--- src/rtl/dtfp_pkg.sv ---
package dtfp_pkg;

	typedef enum logic [2:0] {
		ST_OK        = 3'd0,
		ST_EMPTY     = 3'd1,
		ST_BADCHAR   = 3'd2,
		ST_TWOPOINTS = 3'd3,
		ST_EDGEPOINT = 3'd4,
		ST_NOINT     = 3'd5,
		ST_OVERFLOW  = 3'd6
	} status_t;

	localparam int VALUE_W = 64;
	localparam int TEN = 10;
	localparam int TEN_POW_N = 10;

	localparam logic [7:0] CHAR_NUL   = 8'h00;
	localparam logic [7:0] CHAR_ZERO  = 8'h30;
	localparam logic [7:0] CHAR_NINE  = 8'h39;
	localparam logic [7:0] CHAR_MINUS = 8'h2d;
	localparam logic [7:0] CHAR_DOT   = 8'h2e;
	localparam logic [7:0] CHAR_COMMA = 8'h2c;

	localparam logic [63:0] TEN_POW [TEN_POW_N] = '{
		64'd10, 64'd100, 64'd1000, 64'd10000, 64'd100000,
		64'd1000000, 64'd10000000, 64'd100000000, 64'd1000000000,
		64'd10000000000
	};

	typedef struct packed {
		logic [7:0] char_code;
		logic       last_char;
	} char_item_t;

	typedef struct packed {
		logic signed [VALUE_W-1:0] value;
		status_t                   status;
	} result_t;

	// finished number handed from the character stage to the output stage
	typedef struct packed {
		logic [VALUE_W-1:0] mag;
		logic               neg;
		status_t            status;
	} fin_t;

endpackage

--- src/rtl/dtfp_step.sv ---
module dtfp_step #(
	parameter int FRAC_BITS   = 32,
	parameter int INT_BITS    = 31,
	parameter int FRAC_DIGITS = 10
) (
	input  logic                 clk,
	input  logic                 arst_n,
	input  logic                 en,
	input  logic                 item_valid,
	input  dtfp_pkg::char_item_t item,
	output dtfp_pkg::fin_t       fin,
	output logic                 fin_valid
);
	import dtfp_pkg::*;

	localparam int IW4   = INT_BITS + 4;
	localparam int FW4   = FRAC_BITS + 4;
	localparam int PW    = $clog2(FRAC_DIGITS + 1);
	localparam int IDX_W = (FRAC_DIGITS > 1) ? $clog2(FRAC_DIGITS) : 1;

	logic [FRAC_BITS-1:0] weight_tab [FRAC_DIGITS];

	genvar k;
	generate
		for (k = 0; k < FRAC_DIGITS; k++) begin : g_weight
			localparam logic [63:0] WK =
				((64'd1 << FRAC_BITS) + TEN_POW[k] / 64'd2) / TEN_POW[k];
			assign weight_tab[k] = WK[FRAC_BITS-1:0];
		end
	endgenerate

	logic [INT_BITS-1:0]  int_q, int_n;
	logic [FRAC_BITS-1:0] frac_q, frac_n;
	logic                 int_seen_q, int_seen_n;
	logic [PW-1:0]        pos_q, pos_n;
	logic                 neg_q, neg_n;
	logic                 point_q, point_n;
	logic                 first_q, first_n;
	status_t              early_q, early_n;
	status_t              late_q, late_n;
	logic                 sat_q, sat_n;

	logic [7:0]           c;
	logic                 is_point, is_digit;
	logic [3:0]           d;
	logic [IW4-1:0]       int_mul;
	logic [FW4-1:0]       frac_sum;
	logic [FRAC_BITS-1:0] weight;
	status_t              status;
	logic [VALUE_W-1:0]   mag;

	fin_t                 fin_s2;
	logic                 fin_valid_s2;

	assign c        = item.char_code;
	assign is_point = (c == CHAR_DOT) || (c == CHAR_COMMA);
	assign is_digit = (c >= CHAR_ZERO) && (c <= CHAR_NINE);
	assign d        = 4'(c - CHAR_ZERO);
	assign weight   = weight_tab[pos_q[IDX_W-1:0]];
	assign int_mul  = IW4'(int_q) * IW4'(TEN) + IW4'(d);
	assign frac_sum = FW4'(frac_q) + FW4'(d) * FW4'(weight);

	always_comb begin
		int_n      = int_q;
		frac_n     = frac_q;
		int_seen_n = int_seen_q;
		pos_n      = pos_q;
		neg_n      = neg_q;
		point_n    = point_q;
		first_n    = 1'b0;
		early_n    = early_q;
		late_n     = late_q;
		sat_n      = sat_q;
		if (early_q != ST_OK || c == CHAR_NUL) begin
			// skipped
		end else if (!point_q) begin
			if (first_q && c == CHAR_MINUS) begin
				neg_n = 1'b1;
			end else if (is_point) begin
				if (first_q) begin
					early_n = ST_EDGEPOINT;
				end else begin
					point_n = 1'b1;
				end
			end else if (!is_digit) begin
				early_n = ST_BADCHAR;
			end else begin
				int_seen_n = 1'b1;
				if (sat_q || int_mul[IW4-1:INT_BITS] != '0) begin
					int_n = '1;
					sat_n = 1'b1;
				end else begin
					int_n = int_mul[INT_BITS-1:0];
				end
			end
		end else begin
			if (is_point) begin
				late_n = int_seen_q ? ST_TWOPOINTS : ST_EDGEPOINT;
			end else if (!is_digit) begin
				late_n = ST_BADCHAR;
			end else if (pos_q < PW'(FRAC_DIGITS)) begin
				frac_n = (frac_sum[FW4-1:FRAC_BITS] != '0) ? '1 : frac_sum[FRAC_BITS-1:0];
				pos_n  = pos_q + 1'b1;
			end
		end
	end

	always_comb begin
		if (early_n != ST_OK) begin
			status = early_n;
		end else if (point_n && late_n != ST_OK) begin
			status = late_n;
		end else if (point_n && pos_n == '0) begin
			status = ST_EDGEPOINT;
		end else if (!int_seen_n && pos_n == '0) begin
			status = ST_EMPTY;
		end else if (!int_seen_n) begin
			status = ST_NOINT;
		end else if (sat_n) begin
			status = ST_OVERFLOW;
		end else begin
			status = ST_OK;
		end
	end

	assign mag = (status == ST_OK || status == ST_NOINT) ?
		((VALUE_W'(int_n) << FRAC_BITS) | VALUE_W'(frac_n)) : '0;

	always_ff @(posedge clk or negedge arst_n) begin
		if (!arst_n) begin
			int_q      <= '0;
			frac_q     <= '0;
			int_seen_q <= 1'b0;
			pos_q      <= '0;
			neg_q      <= 1'b0;
			point_q    <= 1'b0;
			first_q    <= 1'b1;
			early_q    <= ST_OK;
			late_q     <= ST_OK;
			sat_q      <= 1'b0;
		end else if (en && item_valid) begin
			if (item.last_char) begin
				int_q      <= '0;
				frac_q     <= '0;
				int_seen_q <= 1'b0;
				pos_q      <= '0;
				neg_q      <= 1'b0;
				point_q    <= 1'b0;
				first_q    <= 1'b1;
				early_q    <= ST_OK;
				late_q     <= ST_OK;
				sat_q      <= 1'b0;
			end else begin
				int_q      <= int_n;
				frac_q     <= frac_n;
				int_seen_q <= int_seen_n;
				pos_q      <= pos_n;
				neg_q      <= neg_n;
				point_q    <= point_n;
				first_q    <= first_n;
				early_q    <= early_n;
				late_q     <= late_n;
				sat_q      <= sat_n;
			end
		end
	end

	always_ff @(posedge clk or negedge arst_n) begin
		if (!arst_n) begin
			fin_valid_s2 <= 1'b0;
		end else if (en) begin
			fin_valid_s2 <= item_valid && item.last_char;
		end
	end

	always_ff @(posedge clk) begin
		if (en && item_valid && item.last_char) begin
			fin_s2.mag    <= mag;
			fin_s2.neg    <= neg_n;
			fin_s2.status <= status;
		end
	end

	assign fin       = fin_s2;
	assign fin_valid = fin_valid_s2;

endmodule

--- src/rtl/dtfp_out.sv ---
module dtfp_out (
	input  logic              clk,
	input  logic              arst_n,
	input  logic              en,
	input  dtfp_pkg::fin_t    fin,
	input  logic              fin_valid,
	output dtfp_pkg::result_t res,
	output logic              res_valid
);
	import dtfp_pkg::*;

	result_t res_q;
	logic    res_valid_q;

	always_ff @(posedge clk or negedge arst_n) begin
		if (!arst_n) begin
			res_valid_q <= 1'b0;
		end else if (en) begin
			res_valid_q <= fin_valid;
		end
	end

	always_ff @(posedge clk) begin
		if (en && fin_valid) begin
			res_q.value  <= fin.neg ? -$signed(fin.mag) : $signed(fin.mag);
			res_q.status <= fin.status;
		end
	end

	assign res       = res_q;
	assign res_valid = res_valid_q;

endmodule

--- src/rtl/decimal_text_to_fixed_point.sv ---
// Converts decimal text, one character per request, into a signed fixed-point
// number with INT_BITS integer and FRAC_BITS fraction bits (Q31.32 by default),
// right aligned and sign extended to 64 bits, plus a status code. One result
// follows the character flagged last_char. A leading '-' negates, '.' or ','
// is the decimal point, NUL characters are skipped, and fraction digits past
// FRAC_DIGITS are dropped. The value is zero unless the status is ok or no
// integer part. One character is taken every cycle unless chr_stall is high;
// a result passes the input register, character stage and output register,
// and the whole pipeline holds while a result waits on res_stall.
module decimal_text_to_fixed_point #(
	parameter int FRAC_BITS   = 32,
	parameter int INT_BITS    = 31,
	parameter int FRAC_DIGITS = 10
) (
	input  logic                 clk,
	input  logic                 arst_n,
	input  dtfp_pkg::char_item_t chr,
	input  logic                 chr_valid,
	output logic                 chr_stall,
	output dtfp_pkg::result_t    res,
	output logic                 res_valid,
	input  logic                 res_stall
);
	import dtfp_pkg::*;

	logic       en;
	char_item_t chr_s1;
	logic       chr_valid_s1;
	fin_t       fin;
	logic       fin_valid;

	assign en        = !(res_valid && res_stall);
	assign chr_stall = !en;

	always_ff @(posedge clk or negedge arst_n) begin
		if (!arst_n) begin
			chr_valid_s1 <= 1'b0;
		end else if (en) begin
			chr_valid_s1 <= chr_valid;
		end
	end

	always_ff @(posedge clk) begin
		if (en && chr_valid) begin
			chr_s1 <= chr;
		end
	end

	dtfp_step #(
		.FRAC_BITS  (FRAC_BITS),
		.INT_BITS   (INT_BITS),
		.FRAC_DIGITS(FRAC_DIGITS)
	) u_step (
		.clk       (clk),
		.arst_n    (arst_n),
		.en        (en),
		.item_valid(chr_valid_s1),
		.item      (chr_s1),
		.fin       (fin),
		.fin_valid (fin_valid)
	);

	dtfp_out u_out (
		.clk      (clk),
		.arst_n   (arst_n),
		.en       (en),
		.fin      (fin),
		.fin_valid(fin_valid),
		.res      (res),
		.res_valid(res_valid)
	);

`ifndef SYNTHESIS
	a_err_zero: assert property (@(posedge clk) disable iff (!arst_n)
		res_valid && res.status != ST_OK && res.status != ST_NOINT |-> res.value == '0)
		else $error("nonzero value with error status");

	a_stall_cause: assert property (@(posedge clk) disable iff (!arst_n)
		chr_stall |-> res_valid && res_stall)
		else $error("request stalled with no result waiting");

	a_pos_range: assert property (@(posedge clk) disable iff (!arst_n)
		res_valid && res.status == ST_OK && !res.value[VALUE_W-1]
		|-> (res.value >>> (INT_BITS + FRAC_BITS)) == '0)
		else $error("positive value beyond integer range");

	a_last_to_fin: assert property (@(posedge clk) disable iff (!arst_n)
		en && chr_valid_s1 && chr_s1.last_char |=> fin_valid)
		else $error("last character gave no finished number");
`endif

endmodule
--- config.mk ---
export PLATFORM = sky130hd
export DESIGN_NAME = decimal_text_to_fixed_point
export DESIGN_NICKNAME = d
export VERILOG_FILES = /design/src/rtl/dtfp_pkg.sv /design/src/rtl/dtfp_step.sv /design/src/rtl/dtfp_out.sv /design/src/rtl/decimal_text_to_fixed_point.sv
export SDC_FILE = /design/constraint.sdc
export NUM_CORES = 1
export LEC_CHECK = 0
export ABC_AREA = 1
export BUFFER_PORTS_ARGS = -buffer_cell sky130_fd_sc_hd__clkbuf_2
export CAP_MARGIN = 25
export CORE_AREA = 8 8 186 188
export DETAILED_ROUTE_END_ITERATION = 8
export DIE_AREA = 0 0 194 196
export MAX_ROUTING_LAYER = met4
export PLACE_DENSITY = 0.86
export SLEW_MARGIN = 20
export SYNTH_ARGS = -nofsm -noshare
export SYNTH_HDL_FRONTEND = slang
export SYNTH_HIERARCHICAL = 1
export SYNTH_SLANG_ARGS = --single-unit
--- constraint.sdc ---
create_clock -name clk -period 6 [get_ports clk]
set_input_delay 1.5 -clock clk [delete_from_list [all_inputs] [get_ports clk]]
set_output_delay 1.5 -clock clk [all_outputs]
set_load 0.005 [all_outputs]
# [After elaboration in Yosys (flattened, before gate mapping)]
# Memories as Yosys holds them, arrays and structs flattened.
# Cells that the tools add are included.
[word_totals] register_bits=225 rom_bits=512 inputBits=13 output_inout_bits=69 memories=1
[classes] n_addsub=5 n_mul=2 magnitude_cmp=4 n_eq_ne=4 muxes=66 bitwise=2 n_reduce_logical=25
[memory_table] name="(no name shown)" depth=16 word_bits=32 read_ports=1 rd_ports_with_merged_regs=0 wr=0 line="dtfp_step.sv:59" text="assign weight = weight_tab[pos_q[IDX_W-1:0]];"
[ops] cell="32-bit two-way mux" n=9
[ops] cell="31-bit two-way mux" n=7
[ops] cell="64-bit two-way mux" n=1
[ops] cell="64-bit negator" n=1
[ops] cell="63-bit by 32-bit OR with 63-bit output" n=1
[ops] cell="3-bit two-way mux" n=19
[ops] cell="32-bit by 36-bit adder with 36-bit output" n=1
[ops] cell="4-bit by 32-bit multiplier with 36-bit output" n=1
[ops] cell="35-bit by 4-bit adder with 35-bit output" n=1
[ops] cell="31-bit by 3-bit multiplier with 34-bit output (second input constant)" n=1
[ops] cell="8-bit by 6-bit == test with 1-bit output (second input constant)" n=3
[ops] cell="1-bit two-way mux" n=24
[ops] cell="4-bit two-way mux" n=6
[ops] cell="1-bit logical AND" n=11
[ops] cell="3-bit nonzero test" n=3
[ops] cell="8-bit by 6-bit >= comparator with 1-bit output (second input constant)" n=1
[ops] cell="8-bit by 6-bit less-or-equal comparator with 1-bit output (second input constant)" n=1
[ops] cell="8-bit zero test" n=1
[ops] cell="4-bit nonzero test" n=2
[ops] cell="5-bit >= comparator (second input constant)" n=1
[ops] cell="4-bit inverter with 5-bit output" n=1
[ops] cell="4-bit by 1-bit adder with 4-bit output (second input constant)" n=1
[ops] cell="4-bit zero test" n=1
[ops] cell="1-bit logical OR" n=4
[ops] cell="other kinds (5)" n=6

# [Logic depth before layout (Yosys ltp)]
# Gate-level depths: netlist of run 1.
[depth] ltp_word=18 ltp_mapped=31 ltp_nobuf=30

# [Modules after synthesis]
# The synthesis of run 1 kept the hierarchy.
[modules_own_cells] module="dtfp_step" n_inst=1 cells_each=1870 area_each_um2=14327.5
[modules_own_cells] module="dtfp_out" n_inst=1 cells_each=568 area_each_um2=4429.2
[modules_own_cells] module="decimal_text_to_fixed_point" n_inst=1 cells_each=16 area_each_um2=326.6

# [Least setup slack after synthesis of run 1]
# No wires, ideal clock.
[synth_path] path_kind="register to register" from="reg u_step.pos_q[1]" to="reg u_step.fin_s2, in the netlist u_step/fin[11] (data pin)" setup_time_ns=0.262 arrival_time_ns=5.280 setup_slack_ns=0.458 stages_incl_launch_ff=29 n_path_buf=2 cell_sequence="dfrtp_1 > clkbuf_1 > inv_1 > ha_1 > nor2_1 > o22ai_1 > inv_1 > nor2_1 > fa_1 > fa_1 > inv_1 > fa_1 > inv_1 > ha_1 > a21oi_1 > nand2_1 > a21oi_1 > nor2_1 > o22ai_1 > o21bai_1 > a21boi_0 > inv_1 > a41oi_1 > nand2_1 > nor2_1 > inv_2 > buf_1 > o22ai_1 > a21oi_2"
[synth_via] elab_chain_cells=14
[synth_rtl] element="start: declaration" line="dtfp_step.sv:35" text="logic [PW-1:0] pos_q, pos_n;"
[synth_rtl] element="start signal: assignment" line="dtfp_step.sv:157" text="pos_q <= pos_n;"
[synth_rtl] element="4-bit inverter with 5-bit output (implied by the code) (tied with other cells)" line="dtfp_step.sv:59"
[synth_rtl] element="memory 16 x 32 bit / 4-bit two-way mux (equally long branches)"
[synth_rtl] element="32-bit two-way mux (implied by the code) / 4-bit two-way mux (equally long branches)" line="dtfp_step.sv:59, dtfp_step.sv:99"
[synth_rtl] element="32-bit two-way mux (implied by the code) / 4-bit two-way mux (equally long branches)" line="dtfp_step.sv:59, dtfp_step.sv:97"
[synth_rtl] element="4-bit by 32-bit multiplier with 36-bit output / 4-bit two-way mux (equally long branches)" line="dtfp_step.sv:61, dtfp_step.sv:76"
[synth_rtl] element="32-bit by 36-bit adder with 36-bit output / 4-bit two-way mux (equally long branches)" line="dtfp_step.sv:61, dtfp_step.sv:74"
[synth_rtl] element="4-bit nonzero test / 4-bit zero test (equally long branches)" line="dtfp_step.sv:102, dtfp_step.sv:113, dtfp_step.sv:115"
[synth_rtl] element="32-bit two-way mux / 1-bit logical AND (equally long branches)" line="dtfp_step.sv:102, dtfp_step.sv:115"
[synth_rtl] element="32-bit two-way mux / 3-bit two-way mux (equally long branches)" line="dtfp_step.sv:101, dtfp_step.sv:115"
[synth_rtl] element="32-bit two-way mux / 3-bit two-way mux (equally long branches)" line="dtfp_step.sv:99, dtfp_step.sv:113"
[synth_rtl] element="32-bit two-way mux / 3-bit two-way mux (equally long branches)" line="dtfp_step.sv:97, dtfp_step.sv:111"
[synth_rtl] element="32-bit two-way mux / 3-bit two-way mux (equally long branches)" line="dtfp_step.sv:76, dtfp_step.sv:109"
[synth_rtl] element="32-bit two-way mux (tied with other cells)" line="dtfp_step.sv:74" text="if (early_q != ST_OK || c == CHAR_NUL) begin"
[synth_rtl] element="63-bit by 32-bit OR with 63-bit output / 1-bit logical OR (equally long branches)" line="dtfp_step.sv:127, dtfp_step.sv:126"
[synth_rtl] element="end: declaration" line="dtfp_step.sv:52" text="fin_t fin_s2;"
# Several ways; a longest one is shown, not always the timed one. The select of a mux whose other input is x is not followed.
# A chain may end at the register's enable or synchronous reset.

# [Worst setup path in the final report of run 1]
[layout_path] from="reg u_step.pos_q[0]" to="reg u_step.fin_s2, in the netlist u_step/fin[31] (data pin)"
# Same word-level chain as after synthesis.

==> results_dict.tcl, run 1 <==
set metrics [dict create \
    power_frac_seq_pct 39.9 \
    pre_cts_ws_ns -0.0773 \
    reg2reg_from "u_step/pos_q[0]" \
    vias_per_cell 5.77 \
    period_minus_slack_ns 5.78 \
    setup_viol 0 \
    synth_area_um2 19100 \
    cts_tree "built" \
    drive_above_1_share_pct 11.5 \
    numPortBuffers 81 \
    dpl.hpwl_um 44100 \
    cts-root-buf "clkbuf_16" \
    end_kind "register" \
    rr_worst_depth 27 \
    n_antenna_cell 0 \
    grt-ovfl-total 0 \
    path_max_fanout 9 \
    leakage_nw 9.93 \
    drv_cap 0 \
    area_growth_pct 8.77 \
    cp-startpoint "u_step/pos_q[0]" \
    drt_iter0_markers 2042 \
    fin_hold_ws_ns 0.432 \
    synth.net_count 2664 \
    clock_path_buffers 3 \
    cts_hold_buf 0 \
    synth-seq-cells 224 \
    critical_path_class "reg -> reg" \
    synth_cell_types 54 \
    p_sw_share_pct 34.3 \
    vias 17100 \
    combinationalPowerShare_pct 28.6 \
    intPower_mw 3.06 \
    die_area_um2 38000 \
    grt_max_degree 68 \
    total_power_mw 4.65 \
    clock_latency_ns 0.53 \
    htree_levels 1 \
    finClkSkew_ns 0.0137 \
    final_max_slew_viol_count 0 \
    fmax_mhz 173 \
    worstHoldStart "u_step/fin[2]" \
    antenna_found_initial 0 \
    cp_data_arrival_time_ns 6.03 \
    ys_warn_count 6 \
    syn_inst 2454 \
    fillCellCount 2645 \
    worst_pin_slew_ns 1.11 \
    grt_use_total_pct 29.1 \
    drc 0 \
    grt_pass1_vias 16300 \
    status "completed" \
    wire_per_inst_um 18.7 \
    drt-pass1-iter-count 6 \
    utilization_pct 65.1 \
    clkSinkCount 224 \
    die_h_um 196 \
    place.gp.congestion 0.994 \
    power_switching_mw 1.59 \
    ys_seq_area_share_pct 33.1 \
    startpoint_type "register" \
    routed_wl_um 55400 \
    rows 66 \
    core_um2 31900 \
    setup_slack_ns 0.215 \
    syn_area_per_cell_um2 7.78 \
    die_w_um 194 \
    hold_viol_final 0 \
    path_clk_slew_ns 0.07 \
    relSlewSlack_pct 25.7 \
    start_util_pct 59.9 \
    cts_setup_buffers 0 \
    grt_pass1_wl_um 87000 \
    pin_count 82 \
    antenna_left 0 \
    p_per_area_nw_per_um2 224 \
    clkPwrFrac_pct 31.4 \
    ir_drop_mv 0.294 \
    hold_path_depth 0 \
    timing.final.crit_share_pct 96.4 \
    crit_required_ns 6.25 \
    nets 2746 \
    min_path_type "reg -> reg" \
    cts_buffers 23 \
]
==> power groups by stage <==
stage	clock [mW]	combinational, mW	sequential [mW]
floorplan	0	0.935	1.86
CTS	1.47	1.29	1.86
global route	1.53	1.46	1.86
global placement	0	1.25	1.88
finish	1.46	1.33	1.86
detailed placement	0	1.28	1.89
==> cell type report <==
class	count	area, um2	area share (%)
clock buffers	27	601	2.89
clock inverters	13	169	0.814
inverters	426	1610	7.73
multi-input cells	1754	10900	52.6
flip-flops and latches	224	6320	30.5
well taps	408	510	2.46
repair buffers	107	636	3.06
==> cells in the mapped netlist (all sizes together) <==
master,count,area share [%]
nand2,621,13
inv,422,8.3
nor2,289,6.2
edfxtp,143,23
a21oi,134,4.7
nand3,121,3.4
o21ai,121,3.5
ha,119,7.8
dfrtp,80,10
fa,78,8.2
o22ai,69,2.3
xor2,60,2.8
nand4,40,1.3
xnor2,29,1.3
buf,26,1.4
clkbuf,24,0.47
nor3,19,0.50
a31oi,8,0.26
nand3b,8,0.31
a21boi,7,0.33
and2,5,0.16
clkinv,4,0.079
o21bai,4,0.16
or2,4,0.13
a21o,3,0.12
nor4,3,0.098
o21a,3,0.12
o221ai,2,0.092
a221oi,1,0.046
a22o,1,0.046
a22oi,1,0.039
a41oi,1,0.046
and3,1,0.033
conb,1,0.020
dfstp,1,0.14
o31ai,1,0.039
==> flip-flops by register name, indices dropped and copies added (netlist names), 3 cells and up <==
signal          count
u_out/res          67
u_step/early_q      3
u_step/int_q       31
u_step/fin         67
u_step/frac_q      32
chr_s1              9
u_step/late_q       3
u_step/pos_q        4
==> cell usage in the layout (no fill, tap or decap), types with 4 or more instances in the layout <==
cell,instances
dfrtp_1,79
nor2_4,11
o22ai_1,62
a31oi_1,8
nor2_1,262
ha_1,119
nand2_1,603
nand3_1,113
a21oi_1,67
a21oi_2,67
edfxtp_1,143
nand3_2,7
xnor2_1,29
clkbuf_2,80
buf_4,24
inv_2,4
o22ai_2,7
and2_1,5
clkinvlp_4,5
a21boi_1,4
inv_1,417
o21bai_1,4
xor2_1,60
nor2_2,16
nand2_2,14
clkinv_1,5
fa_1,78
o21ai_2,7
nand3b_1,8
nand4_1,40
clkbuf_16,23
nor3_1,19
o21ai_0,108
o21ai_4,4
==> worst paths after layout <==
path	slack [ns]	end
worst max-delay path	0.22	u_step/fin[31]
max in group asynchronous	3.95	u_step/frac_q[17]
min in group asynchronous	0.85	u_step/pos_q[0]
worst min-delay path	0.43	u_out/res[2]
worst min register to register	0.43	u_out/res[2]
worst max register to register	0.22	u_step/fin[31]
==> kinds of logic after synthesis <==
group,synth area share (%)
other,0.0197
flip-flops,33.1
AND/OR/NAND/NOR,24.8
XOR/XNOR,4.08
buffers and inverters,10.2
AO/OA/AOI/OAI,11.8
adder cells (fa/ha/maj),16.0
==> critical path, stage by stage, from the launching register on <==
cell and delay, ns:
dfrtp_1 0.39, inv_2 0.16, ha_1 0.20, nor2_1 0.07, o22ai_2 0.18, inv_1 0.09
nor2_1 0.16, fa_1 0.45, fa_1 0.55, inv_1 0.05, fa_1 0.50, inv_1 0.04
ha_1 0.37, a21oi_1 0.21, nand2_1 0.13, a21oi_2 0.20, nor2_1 0.07, o22ai_1 0.19
buf_4 0.16, o21ai_0 0.11, a21boi_1 0.25, o21ai_0 0.17, a21boi_1 0.25, o21ai_0 0.13
xnor2_1 0.16, nand2_1 0.07, o21ai_0 0.14, a21oi_2 0.06
==> what timing repair did <==
| item | CTS | global route |
|---|---|---|
| setup endpoints to repair | 33 | 64 |
| pin swaps | 0 | 2 |
| gates resized for setup | 3 | 24 |
==> metrics by stage <==
step                setup TNS [ns]  std cells  area, um2
floorplan                        0       2454      19100
global placement                 0       2917      19900
detailed placement          -0.829       2918      19900
CTS                              0       2958      20700
global route               -0.0411       2959      20800
finish                           0       2959      20800
==> metal layers <==
metal | vias to the layer above | global-route usage (%) | wire length (um)
met3 | 107 | 2.45 | 4240
met5 | - | - | 0
li1 | 8075 | - | -
met4 | 0 | 6.99 | 1450
met2 | 840 | 45.2 | 24600
met1 | 8065 | 41.1 | 25100
Note: power is estimated with default switching activity, not from simulation.
==> run 2, diff against run 1 <==
- CORE_AREA: 8 8 186 188 -> 8 8 178 197
- DIE_AREA: 0 0 194 196 -> 0 0 186 205
- PLACE_DENSITY: 0.86 -> 0.85
- REMOVE_ABC_BUFFERS: default -> 1
- clock period: 6 -> 6.8 ns (I/O delays scaled with it)
==> run 2 against run 1 <==
  * Worst setup slack better by 0.29 ns
  * Via count down 1.4%
  * Power down 13%
  * Combinational power down 14%
  * Clock skew up 0.019 ns
  * Fmax down 8.1%
  * Die area up 0.28%
  * Non-clock buffer count down 12
  * Critical path depth down 1
  * Critical endpoint is now u_step/fin[18]
  * Largest power group unchanged
==> results_dict.tcl, run 2 (same netlist as run 1, synthesis figures left out) <==
set metrics [dict create \
    multi_input_comb_area_um2 10800 \
    startpoint_type "register" \
    power_switching_mw 1.39 \
    die_w_um 186 \
    crit_required_ns 7.05 \
    die_area_um2 38100 \
    drt-pass1-iter-count 6 \
    relSlewSlack_pct 26.7 \
    cts_buffers 24 \
    pin_count 82 \
    n_antenna_cell 0 \
    worst_pin_slew_ns 1.09 \
    clkSinkCount 224 \
    wire_per_inst_um 18.7 \
    numPortBuffers 81 \
    place.gp.congestion 0.993 \
    final_max_slew_viol_count 0 \
    ir_drop_mv 0.311 \
    final_cell_mix "603 x nand2_1, 418 x inv_1, 263 x nor2_1" \
    power_frac_seq_pct 40.5 \
    fin_hold_ws_ns 0.419 \
    period_minus_slack_ns 6.30 \
    total_power_mw 4.03 \
    reg2reg_slack_ns 0.50 \
    drt_iter0_markers 1576 \
    rsz0062_at_grt "false" \
    clock_latency_ns 0.54 \
    rows 69 \
    core_um2 31800 \
    fmax_mhz 159 \
    regArea_um2 6320 \
    path_max_fanout 19 \
    final_common_cell "nand2_1" \
    end_kind "register" \
    grt_max_degree 68 \
    finClkSkew_ns 0.0329 \
    antenna_found_initial 0 \
    drc 0 \
    hold_viol_final 0 \
    grt_use_total_pct 30.6 \
    vias 16900 \
    cts_tree "built" \
    htree_levels 1 \
    area_growth_pct 7.85 \
    dpl.hpwl_um 45100 \
    die_h_um 205 \
    grt_pass1_vias 16700 \
    grt-ovfl-total 0 \
    leakage_nw 9.86 \
    post_cts_resize_count 0 \
    path_clk_slew_ns 0.06 \
    fillCellCount 2778 \
    grt_pass1_wl_um 89200 \
    clock_path_buffers 3 \
    drive_above_1_share_pct 10.2 \
    cts_hold_buf 0 \
    cts-root-buf "clkbuf_16" \
    vias_per_cell 5.68 \
    min_path_type "reg -> reg" \
    timing.final.crit_share_pct 92.6 \
    combinationalPowerShare_pct 28.5 \
    antenna_left 0 \
    start_util_pct 60.1 \
    intPower_mw 2.64 \
    clkPwrFrac_pct 30.9 \
    cts_setup_buffers 0 \
    drv_cap 0 \
    routed_wl_um 55700 \
    critical_path_class "reg -> reg" \
    p_per_area_nw_per_um2 196 \
    nets 2735 \
    status "completed" \
    cp_data_arrival_time_ns 6.55 \
    p_sw_share_pct 34.4 \
    tns_ns 0 \
    setup_viol 0 \
]
-- run 2: cell type report --
cell class / instances / share of cell area, %
tap: 426 / 2.59
inverter: 426 / 7.77
clock buffer: 33 / 3.13
timing repair buffer: 95 / 2.69
sequential: 224 / 30.7
multi-input combinational: 1754 / 52.6
clock inverter: 11 / 0.480
-- run 2: layer usage --
layer  up-vias  part of all wire [%]  global-route usage (%)
met2       735                    47                    50.1
met4         0                   3.3                    9.39
met3       142                   6.5                    2.75
met1      7918                    43                    39.8
li1       8057                     -                       -
met5         -                     0                       -
-- run 2: worst max-delay path, cell delays in order (launching register included) --
cell and delay, ns:
dfrtp_1 0.50, inv_1 0.27, ha_1 0.23, nor2_1 0.05
o22ai_1 0.21, inv_1 0.10, nor2_1 0.16, fa_1 0.45
fa_1 0.54, inv_1 0.05, fa_1 0.49, inv_1 0.04
ha_1 0.34, a21oi_1 0.15, nand2_1 0.11, a21oi_1 0.24
nor2_1 0.07, o22ai_1 0.27, o21bai_1 0.15, a21boi_0 0.30
inv_1 0.12, a41oi_1 0.17, nand2_1 0.10, nor2_1 0.31
inv_2 0.26, o22ai_1 0.29, a21oi_2 0.05
-- run 2: power groups by stage --
stage,Sequential [mW],Combinational (mW),Clock [mW]
after CTS,1.63,1.12,1.26
after floorplan,1.65,0.771,0
after detailed placement,1.66,1.11,0
final,1.63,1.15,1.25
after global routing,1.64,1.27,1.31
after global placement,1.66,1.09,0
-- run 2: per-stage QoR --
stage | instance area, um2 | cells | utilization [%] | setup slack (ns)
5_1_grt | 20600 | 2969 | 64.8 | 0.0210
2_1_floorplan | 18700 | 2404 | - | 0.700
3_3_place_gp | 19800 | 2923 | 62.3 | 0.878
6_report | 20600 | 2969 | 64.8 | 0.502
3_5_place_dp | 19800 | 2923 | 62.3 | 0.617
4_1_cts | 20500 | 2967 | 64.6 | 0.553
-- run 2: worst paths after layout --
path                                 startpoint           endpoint  cells past startpoint
worst max-delay path            u_step/pos_q[1]     u_step/fin[18]                     26
worst min-delay path              u_step/fin[2]       u_out/res[2]                      0
worst max register to register  u_step/pos_q[1]     u_step/fin[18]                     26
worst min register to register    u_step/fin[2]       u_out/res[2]                      0
max in group asynchronous                arst_n  u_step/early_q[2]                      2
min in group asynchronous                arst_n  u_step/frac_q[11]                      1
